==> src/rtl/fup_pkg.sv <==
`default_nettype none
package fup_pkg;

  localparam int unsigned CFG_IDX_W = 3;

  localparam logic [CFG_IDX_W-1:0] REG_HOST_ADDRESS     = 3'd0;
  localparam logic [CFG_IDX_W-1:0] REG_DEVICE_ADDRESS   = 3'd1;
  localparam logic [CFG_IDX_W-1:0] REG_ACCEPTED_GROUP   = 3'd2;
  localparam logic [CFG_IDX_W-1:0] REG_MAX_FRAME_LENGTH = 3'd3;

  localparam logic [7:0] MAX_FRAME_LENGTH_RST = 8'd64;
  localparam logic [7:0] HEADER_LEN           = 8'd6;
  localparam logic [7:0] WITH_SUB_LEN         = 8'd7;

  typedef struct packed {
    logic [7:0] host_address;
    logic [7:0] device_address;
    logic [7:0] accepted_group;
    logic [7:0] max_frame_length;
  } cfg_t;

  typedef struct packed {
    logic       store_valid;
    logic [7:0] store_index;
    logic [7:0] store_byte;
    logic       frame_end;
    logic       checksum_match;
    logic       frame_ready;
  } res_t;

endpackage
`default_nettype wire

==> src/rtl/fup_cfg_regs.sv <==
`default_nettype none
module fup_cfg_regs (
  input  wire logic                          clk,
  input  wire logic                          rst,
  input  wire logic                          cfg_write,
  input  wire logic [fup_pkg::CFG_IDX_W-1:0] cfg_index,
  input  wire logic [7:0]                    cfg_data,
  output fup_pkg::cfg_t                      cfg
);
  import fup_pkg::*;

  always_ff @(posedge clk) begin
    if (rst) begin
      cfg.host_address     <= '0;
      cfg.device_address   <= '0;
      cfg.accepted_group   <= '0;
      cfg.max_frame_length <= MAX_FRAME_LENGTH_RST;
    end else if (cfg_write) begin
      unique case (cfg_index)
        REG_HOST_ADDRESS:     cfg.host_address     <= cfg_data;
        REG_DEVICE_ADDRESS:   cfg.device_address   <= cfg_data;
        REG_ACCEPTED_GROUP:   cfg.accepted_group   <= cfg_data;
        REG_MAX_FRAME_LENGTH: cfg.max_frame_length <= cfg_data;
        default: ;  // unmapped index
      endcase
    end
  end

endmodule
`default_nettype wire

==> src/rtl/fup_parser.sv <==
`default_nettype none
module fup_parser (
  input  wire logic          clk,
  input  wire logic          rst,
  input  wire fup_pkg::cfg_t cfg,
  input  wire logic          in_valid,
  output logic               in_ready,
  input  wire logic [7:0]    rx_byte,
  output logic               res_valid,
  input  wire logic          res_ready,
  output fup_pkg::res_t      res
);
  import fup_pkg::*;

  typedef enum logic [2:0] {
    PH_HOST, PH_DEV, PH_LEN, PH_SEQ, PH_GROUP, PH_SUB, PH_DATA, PH_CSUM
  } phase_t;

  // input register
  logic       in_full;
  logic [7:0] in_byte;

  phase_t     phase, phase_next;
  logic [7:0] running_xor, running_xor_next;
  logic [7:0] write_position, write_position_next;
  logic [7:0] bytes_left, bytes_left_next;
  logic [7:0] frame_group, frame_group_next;
  logic [7:0] sub_left;
  logic       advance;
  logic       store;

  assign advance   = in_full && res_ready;
  assign in_ready  = !in_full || res_ready;
  assign res_valid = in_full;
  assign sub_left  = bytes_left - WITH_SUB_LEN;

  always_comb begin
    phase_next          = phase;
    running_xor_next    = running_xor;
    write_position_next = write_position;
    bytes_left_next     = bytes_left;
    frame_group_next    = frame_group;
    store               = 1'b0;
    res                 = '0;

    unique case (phase)
      PH_HOST: begin
        if (in_byte == cfg.host_address) begin
          running_xor_next    = in_byte;
          write_position_next = 8'd1;
          store               = 1'b1;
          res.store_index     = '0;
          phase_next          = PH_DEV;
        end
      end
      PH_DEV: begin
        if (in_byte == cfg.device_address) begin
          running_xor_next = running_xor ^ in_byte;
          store            = 1'b1;
          phase_next       = PH_LEN;
        end else if (in_byte == cfg.host_address) begin
          running_xor_next = in_byte;  // restart checksum, keep position
        end else begin
          phase_next = PH_HOST;
        end
      end
      PH_LEN: begin
        bytes_left_next  = in_byte;
        running_xor_next = running_xor ^ in_byte;
        store            = 1'b1;
        phase_next       = (in_byte <= cfg.max_frame_length) ? PH_SEQ : PH_HOST;
      end
      PH_SEQ: begin
        running_xor_next = running_xor ^ in_byte;
        store            = 1'b1;
        phase_next       = PH_GROUP;
      end
      PH_GROUP: begin
        frame_group_next = in_byte;
        running_xor_next = running_xor ^ in_byte;
        store            = 1'b1;
        if (bytes_left < HEADER_LEN)       phase_next = PH_HOST;
        else if (bytes_left == HEADER_LEN) phase_next = PH_CSUM;
        else                               phase_next = PH_SUB;
      end
      PH_SUB: begin
        bytes_left_next  = sub_left;
        running_xor_next = running_xor ^ in_byte;
        store            = 1'b1;
        phase_next       = (sub_left != '0) ? PH_DATA : PH_CSUM;
      end
      PH_DATA: begin
        bytes_left_next  = bytes_left - 8'd1;
        running_xor_next = running_xor ^ in_byte;
        store            = 1'b1;
        if (bytes_left == 8'd1) phase_next = PH_CSUM;
      end
      PH_CSUM: begin
        store              = 1'b1;
        res.frame_end      = 1'b1;
        res.checksum_match = (running_xor == in_byte);
        res.frame_ready    = (running_xor == in_byte)
                             && (frame_group == cfg.accepted_group);
        phase_next         = PH_HOST;
      end
      default: phase_next = PH_HOST;
    endcase

    // every stored byte except host and checksum advances the position
    if (store && phase != PH_HOST && phase != PH_CSUM) begin
      write_position_next = write_position + 8'd1;
    end
    if (store && phase != PH_HOST) begin
      res.store_index = write_position;
    end
    res.store_valid = store;
    res.store_byte  = store ? in_byte : '0;
  end

  always_ff @(posedge clk) begin
    if (rst) begin
      in_full        <= 1'b0;
      phase          <= PH_HOST;
      running_xor    <= '0;
      write_position <= '0;
      bytes_left     <= '0;
      frame_group    <= '0;
    end else begin
      if (in_ready) begin
        in_full <= in_valid;
      end
      if (advance) begin
        phase          <= phase_next;
        running_xor    <= running_xor_next;
        write_position <= write_position_next;
        bytes_left     <= bytes_left_next;
        frame_group    <= frame_group_next;
      end
    end
  end

  always_ff @(posedge clk) begin
    if (in_valid && in_ready) begin
      in_byte <= rx_byte;
    end
  end

endmodule
`default_nettype wire

==> src/rtl/fup_out_reg.sv <==
`default_nettype none
module fup_out_reg (
  input  wire logic          clk,
  input  wire logic          rst,
  input  wire logic          res_valid,
  output logic               res_ready,
  input  wire fup_pkg::res_t res,
  output logic               out_valid,
  input  wire logic          out_ready,
  output fup_pkg::res_t      out_res
);
  import fup_pkg::*;

  assign res_ready = !out_valid || out_ready;

  always_ff @(posedge clk) begin
    if (rst) begin
      out_valid <= 1'b0;
    end else if (res_ready) begin
      out_valid <= res_valid;
    end
  end

  always_ff @(posedge clk) begin
    if (res_valid && res_ready) begin
      out_res <= res;
    end
  end

endmodule
`default_nettype wire

==> src/rtl/framed_uart_packet_parser_top.sv <==
`default_nettype none
// Framed serial packet parser. Takes one received byte per item on the input
// channel and returns exactly one result item per byte: whether and where the
// byte goes into the frame buffer, and at the checksum byte the frame end,
// checksum match and ready flags. Throughput is one byte per cycle while the
// output side takes results. A result passes the input register, then the
// result register fed by the combinational parse update, before it is valid at
// the output. The result register frees as the output is taken, so input flow
// stalls only when the output side holds back. Registers (index 0..3: host
// address, device address, accepted group, max frame length) are written with
// cfg_write; the user must write them only while no item is in flight, as the
// block itself does not enforce it. Other indexes are ignored.
module framed_uart_packet_parser_top (
  input  wire logic                          clk,
  input  wire logic                          rst,
  input  wire logic                          cfg_write,
  input  wire logic [fup_pkg::CFG_IDX_W-1:0] cfg_index,
  input  wire logic [7:0]                    cfg_data,
  input  wire logic                          in_valid,
  output logic                               in_ready,
  input  wire logic [7:0]                    rx_byte,
  output logic                               out_valid,
  input  wire logic                          out_ready,
  output logic                               store_valid,
  output logic [7:0]                         store_index,
  output logic [7:0]                         store_byte,
  output logic                               frame_end,
  output logic                               checksum_match,
  output logic                               frame_ready
);
  import fup_pkg::*;

  cfg_t cfg;
  res_t res;
  res_t out_res;
  logic res_valid;
  logic res_ready;

  fup_cfg_regs u_cfg (
    .clk       (clk),
    .rst       (rst),
    .cfg_write (cfg_write),
    .cfg_index (cfg_index),
    .cfg_data  (cfg_data),
    .cfg       (cfg)
  );

  fup_parser u_parser (
    .clk       (clk),
    .rst       (rst),
    .cfg       (cfg),
    .in_valid  (in_valid),
    .in_ready  (in_ready),
    .rx_byte   (rx_byte),
    .res_valid (res_valid),
    .res_ready (res_ready),
    .res       (res)
  );

  fup_out_reg u_out (
    .clk       (clk),
    .rst       (rst),
    .res_valid (res_valid),
    .res_ready (res_ready),
    .res       (res),
    .out_valid (out_valid),
    .out_ready (out_ready),
    .out_res   (out_res)
  );

  assign store_valid    = out_res.store_valid;
  assign store_index    = out_res.store_index;
  assign store_byte     = out_res.store_byte;
  assign frame_end      = out_res.frame_end;
  assign checksum_match = out_res.checksum_match;
  assign frame_ready    = out_res.frame_ready;

endmodule
`default_nettype wire

==> config.mk <==
export PLATFORM = sky130hd
export DESIGN_NAME = framed_uart_packet_parser_top
export DESIGN_NICKNAME = d
export VERILOG_FILES = /design/src/rtl/fup_pkg.sv /design/src/rtl/fup_cfg_regs.sv /design/src/rtl/fup_parser.sv /design/src/rtl/fup_out_reg.sv /design/src/rtl/framed_uart_packet_parser_top.sv
export SDC_FILE = /design/constraint.sdc
export NUM_CORES = 1
export LEC_CHECK = 0
export BUFFER_PORTS_ARGS = -buffer_cell sky130_fd_sc_hd__buf_2
export CAP_MARGIN = 20
export CORE_MARGIN = 2
export CORE_UTILIZATION = 56
export DETAILED_ROUTE_END_ITERATION = 10
export PLACE_DENSITY_LB_ADDON = 0.15
export SLEW_MARGIN = 20
export SYNTH_ARGS = -nofsm -noshare
export SYNTH_HDL_FRONTEND = slang
export SYNTH_HIERARCHICAL = 1
export SYNTH_SLANG_ARGS = --single-unit
==> constraint.sdc <==
create_clock -name clk -period 6 [get_ports clk]
set_input_delay 1.5 -clock clk [delete_from_list [all_inputs] [get_ports clk]]
set_output_delay 1.5 -clock clk [all_outputs]
set_load 0.03 [all_outputs]
==> summary.txt, run 1 <==
Status -> finished, final reports clean
F_max -> 0.277 GHz
Sw Ratio -> 25.6%
Worst EP arrival -> 2.10 ns
Num CTS Buffers -> 9
Vias in the first global route -> 3721
Ports -> 46
Die height -> 101 um
Critical-path cell list -> buf_2, nand2b_4, nand2b_1, buf_2
Clock Power Share -> 36.0%
Layout cells sized above 1 -> 13.8%
Nets -> 600
Root Buffer -> clkbuf_8
Post-CTS resize count -> 0
Max-Cap Viols -> 0
Finish-stage setup viols -> 0
Period minus WS final -> 3.60 ns
Worst path buffer plus inverter count -> 2
EDFF count, synth -> 28
Die area -> 10100 um2
Worst Hold Slack -> 0.485 ns
Hold Crit Start -> u_cfg/cfg[2]
Asr flop ratio synth -> 0%
Cell mode on critical path -> buf_2
Total number of vias -> 4030
Skew-Pair Late Insertion Delay -> 0.37 ns
Syn Std Cell Area -> 5240 um2
Reg2reg path depth -> 5
Port Buffers -> 45
Max FO, Critical Path -> 5
Antenna-violating nets left -> 0
Mapped Cells -> 542
Area leader, netlist -> dfxtp_1
Worst Skew -> 0.0135 ns
Period Utilization, post-route -> 60.1%
Setup bufs post-CTS -> 0
Most used DFF post-synth -> dfxtp_1
Register bit total from synthesis -> 97
Reg2Reg Capture Point -> u_out/out_res[4]
Worst Max-Slew Pin Slew -> 0.946 ns
Critical Path RT -> 4.50 ns
Routed wire per std cell -> 16.5 um
WS Path Type -> primary input to output pin
Final worst slack -> 2.40 ns
Slew margin rel. -> 36.9%
Worst vdd rail ir drop -> 0.141 mV
Hold Path Sink -> u_cfg/cfg[2]
CTS tree -> done
Post-Syn Nets -> 580
Via density -> 5.94
Sequential fraction of the synthesis area -> 42.4%
Yosys cell types -> 66
Hold Fails Final Rpt -> 0
First-pass GRT wire length -> 18.3 mm
Warnings from Yosys -> 6
Die Wd -> 101 um
Area Growth Syn to Fin -> 7.69%
Max Buffers Root-to-Sink -> 2
Crit end category -> output pin
Net switching power -> 0.000321 W
Htree depth -> 3
First DRT Iteration DRCs -> 244
Final Routed Wirelength -> 11.2 mm
Layout filler cell count -> 776
Largest stage delay on the critical path -> 0.19 ns
Core ar. -> 9150 um2
Setup TNS -> 0 ns
GRT overflow -> 0
Post-DP HPWL -> 7.69 mm
Clock-pin slew on the worst setup and hold paths -> 0.09 ns
Crit-path slowest cell -> buf_2
Sequential Power Share -> 56.2%
Final Util -> 61.6%
RePlAce Congestion -> 0.879
Most frequent cells after synthesis -> dfxtp_1 (69), nand2b_1 (52), mux2i_1 (40)
WHS Path Cells -> 2
Total GRT Usage -> 23.0%
Logic pwr share -> 7.8%
Synth area leaders -> dfxtp_1 (26%), edfxtp_1 (16%), mux2i_1 (7.6%), nand2b_1 (6.2%), ha_1 (3.3%)
P_leak -> 2.18 nW
Initial antenna violation count -> 0
Worst r2r src -> u_parser/in_byte[5]
Internal power component -> 0.000932 W
Clk sinks -> 97
Startpoint Class -> primary input
# diodes -> 0
Slew Viols, Final -> 0
Cts hold-fix bufs -> 0
Syn_area_per_cell -> 9.66 um2
Most common cell in the netlist -> dfxtp_1
Starting Density -> 57.2%
Cell Rows -> 35
Unrepaired setup endpoints after global routing -> no
Family with the most delay on the worst path -> simple AND/OR/NAND/NOR gates
Drt drc -> 0
Flop-to-flop setup slack -> 2.97 ns
DP Worst Slack -> 2.40 ns
Initial DRT Pass Iterations -> 5
Hold Crit Class -> register to register
Largest net degree at the start of global routing -> 50
Pwr dens -> 222 nW/um2
Yosys top cell area share -> 26.4%
==> through the flow <==
step | total power, W | cells | cell area, um2
2_1_floorplan | 0.000787 | 542 | 5240
3_3_place_gp | 0.000815 | 662 | 5430
3_5_place_dp | 0.000817 | 662 | 5430
4_1_cts | 0.00126 | 678 | 5640
5_1_grt | 0.00130 | 678 | 5640
6_report | 0.00125 | 678 | 5640
==> worst max-delay path by stage <==
stage,end,cells after the start,start
2_1_floorplan,in_ready,2,out_ready
3_3_place_gp,in_ready,4,out_ready
3_5_place_dp,in_ready,4,out_ready
4_1_cts,in_ready,4,out_ready
5_1_grt,in_ready,4,out_ready
6_report,in_ready,4,out_ready
==> state kept, by name, indices dropped and copies added (netlist names) <==
| signal | count |
|---|---|
| u_parser/res_valid | 1 |
| u_parser/write_position | 8 |
| u_out/out_valid | 1 |
| u_parser/in_byte | 8 |
| u_out/out_res | 20 |
| u_cfg/cfg | 32 |
| u_parser/running_xor | 8 |
| u_parser/bytes_left | 8 |
| u_parser/frame_group | 8 |
| u_parser/phase | 3 |
==> final cells by class <==
| type | count | area, um2 | area share [%] |
|---|---|---|---|
| clock buffer | 12 | 176 | 3.13 |
| tap | 111 | 139 | 2.46 |
| sequential | 97 | 2220 | 39.4 |
| timing repair buffer | 47 | 240 | 4.26 |
| clock inverter | 4 | 37.5 | 0.666 |
| inverter | 18 | 67.6 | 1.20 |
| multi-input combinational | 389 | 2760 | 48.9 |
==> kinds of logic after synthesis <==
group                      share of synthesized area, %
xor gates and xnor gates                           5.85
and+or+nand+nor                                    21.7
adders and majority gates                          3.35
muxes                                              7.65
DFF                                                42.4
AOI/OAI and AO/OA                                  14.1
buffers and inverters                              4.92
==> routing by layer <==
layer  track usage [%]  vias to the layer above  wire [um]
met3              2.91                       18        382
met2              35.5                       97       5130
met5                 0                        -          0
li1                  -                     1987          -
met1              33.1                     1928       5430
met4              8.64                        0        240
==> worst min-delay path, cell delays in order (launching register included) <==
cell and delay (ns):
dfxtp_1 0.32, nand2b_1 0.06, mux2i_1 0.06
==> power groups by stage <==
stage / Combinational [W] / Clock (W) / Sequential (W)
4_1_cts: 0.0000975 / 0.000458 / 0.000704
2_1_floorplan: 0.0000678 / 0 / 0.000719
3_3_place_gp: 0.0000958 / 0 / 0.000719
6_report: 0.0000975 / 0.000451 / 0.000705
3_5_place_dp: 0.0000973 / 0 / 0.000719
5_1_grt: 0.000108 / 0.000482 / 0.000706
==> placed cells by master (no fill, tap or decap), types with 3 or more instances in the layout <==
| master | synthesis | layout |
|---|---|---|
| a211oi_1 | 6 | 6 |
| clkbuf_8 | 0 | 11 |
| o21ai_0 | 20 | 20 |
| nand3_1 | 8 | 8 |
| xnor2_1 | 16 | 16 |
| xor2_1 | 19 | 19 |
| nand2_1 | 23 | 23 |
| o211ai_1 | 8 | 8 |
| edfxtp_1 | 28 | 28 |
| nand3b_1 | 3 | 3 |
| a211o_1 | 8 | 8 |
| ha_1 | 14 | 14 |
| nand2b_1 | 52 | 52 |
| buf_2 | 11 | 45 |
| nor3b_1 | 6 | 6 |
| nor3_1 | 11 | 11 |
| nor2_1 | 29 | 29 |
| or4_1 | 6 | 6 |
| nor4_1 | 7 | 7 |
| mux2i_1 | 40 | 40 |
| o31ai_1 | 7 | 7 |
| nand4_1 | 8 | 8 |
| nor2b_1 | 8 | 8 |
| inv_1 | 18 | 18 |
| dfxtp_1 | 69 | 69 |
| a21oi_1 | 26 | 26 |
| and2_1 | 9 | 9 |
| a22oi_1 | 3 | 3 |
| a21o_1 | 3 | 3 |
| a31oi_1 | 5 | 5 |
(Power assumes the default switching activity.)
==> run 2, diff against run 1 <==
==> constraint.sdc (replaced) <==
create_clock -name clk -period 3.7 [get_ports clk]
set_input_delay 0.925 -clock clk [delete_from_list [all_inputs] [get_ports clk]]
set_output_delay 0.925 -clock clk [all_outputs]
set_load 0.03 [all_outputs]
==> summary.txt, run 2 (synthesis gave the netlist of run 1 again) <==
Worst EP arrival -> 2.92 ns
Clock-pin slew on the worst setup and hold paths -> 0.10 ns
Slew margin rel. -> 42.1%
Startpoint Class -> register
Die area -> 10100 um2
Unrepaired setup endpoints after global routing -> no
Num CTS Buffers -> 9
Nets -> 602
Crit end category -> register
Layout cells sized above 1 -> 14.1%
# diodes -> 0
Setup bufs post-CTS -> 0
Top reg by flops -> u_cfg/cfg
RePlAce Congestion -> 0.929
Max Buffers Root-to-Sink -> 2
First-pass GRT wire length -> 19.6 mm
Vias in the first global route -> 4021
Post-CTS resize count -> 0
Critical Path RT -> 3.94 ns
Hold Crit Class -> register to register
Total number of vias -> 4078
Most frequent cells in the layout -> dfxtp_1 (69), nand2b_1 (52), buf_2 (45), mux2i_1 (40), nor2_1 (29)
Area Growth Syn to Fin -> 7.65%
Final Util -> 61.6%
Die Wd -> 101 um
Max FO, Critical Path -> 14
Post-DP HPWL -> 8.14 mm
GRT overflow -> 0
Max-Cap Viols -> 0
Worst vdd rail ir drop -> 0.251 mV
Cts hold-fix bufs -> 0
Worst path buffer plus inverter count -> 1
P_leak -> 2.18 nW
Total GRT Usage -> 24.7%
WS Path Type -> register to register
Max reg flops -> 32
First DRT Iteration DRCs -> 256
Port Buffers -> 45
F_max -> 0.373 GHz
Routed wire per std cell -> 17.3 um
Via density -> 6.00
Root Buffer -> clkbuf_8
Status -> finished, final reports clean
Htree depth -> 3
Family with the most delay on the worst path -> compound AO/OA/AOI/OAI gates
Critical-path cell list -> xor2_1, nor4_2, a311o_1, buf_4, a211o_1, o211ai_1
Period Utilization, post-route -> 72.5%
Ports -> 46
Placed insts -> 664
Pwr dens -> 349 nW/um2
Worst Hold Slack -> 0.490 ns
Final Non-Filler Cells -> 680
Finish-stage setup viols -> 0
Register area -> 2220 um2
Largest stage delay on the critical path -> 0.66 ns
Initial DRT Pass Iterations -> 5
Top Registers -> u_cfg/cfg: 32 flops, u_out/out_res: 20 flops
Total power -> 0.00197 W
Antenna-violating nets left -> 0
Starting Density -> 57.2%
Period minus WS final -> 2.68 ns
Skew-Pair Late Insertion Delay -> 0.36 ns
Clk sinks -> 97
Worst Skew -> 0.0104 ns
Drt drc -> 0
Area of the multi-input gates -> 2760 um2
Setup TNS -> 0 ns
Largest net degree at the start of global routing -> 50
Leading cell type in the layout, fill and taps excluded -> dfxtp_1
Worst Max-Slew Pin Slew -> 0.868 ns
Final Routed Wirelength -> 11.8 mm
Core ar. -> 9150 um2
Hold Fails Final Rpt -> 0
Cell Rows -> 35
Slew Viols, Final -> 0
CTS tree -> done
Initial antenna violation count -> 0
Layout filler cell count -> 769
Die height -> 101 um
Crit-path slowest cell -> edfxtp_1
[run 2: cell count changes in the layout (fill, tap and decap cells not counted)]
cell	previous run	this run
buf_4	2	3
clkinvlp_4	0	1
inv_6	2	1
clkbuf_8	11	9
buf_12	0	1
clkinv_2	0	2
clkbuf_16	1	0
inv_8	1	3
clkinv_4	1	0
[run 2: tightest hold or removal path, cell delays in order, from the launching register on]
cell	delay, ns
dfxtp_1	0.33
nand2b_1	0.06
mux2i_1	0.05
[run 2: per-layer routing]
layer | up-vias | wire (um) | GRT usage, %
met4 | 0 | 275 | 9.59
met3 | 24 | 493 | 3.26
met5 | - | 0 | 0
li1 | 1997 | - | -
met2 | 117 | 5580 | 41.6
met1 | 1940 | 5410 | 32.1
[run 2: cell type report]
cell class              count  area share, %
inverters                  18           1.20
well taps                 111           2.46
clock inverters             7           1.07
clock buffers               9           2.20
multi-input cells         389           48.9
flip-flops and latches     97           39.4
repair buffers             49           4.75
[run 2: final timing paths]
kind / startpoint / end / slack [ns] / depth (start not counted)
min: u_cfg/cfg[18] / u_cfg/cfg[18] / 0.49 / 2
max reg2reg: u_parser/in_byte[5] / u_parser/running_xor[0] / 1.02 / 6
max: u_parser/in_byte[5] / u_parser/running_xor[0] / 1.02 / 6
min reg2reg: u_cfg/cfg[18] / u_cfg/cfg[18] / 0.49 / 2
[run 2: power breakdown]
part           leakage (nW)  switching [W]  internal, W
logic                  1.26      0.0000970    0.0000659
clock network        0.0954       0.000403     0.000259
registers             0.826      0.0000297      0.00111
[run 2: metrics by stage]
| stage | area, um2 | worst slack, ns |
|---|---|---|
| 6_report | 5640 | 1.02 |
| 4_1_cts | 5640 | 1.05 |
| 3_5_place_dp | 5450 | 1.07 |
| 3_3_place_gp | 5450 | 1.13 |
| 5_1_grt | 5640 | 0.891 |
| 2_1_floorplan | 5240 | 1.40 |
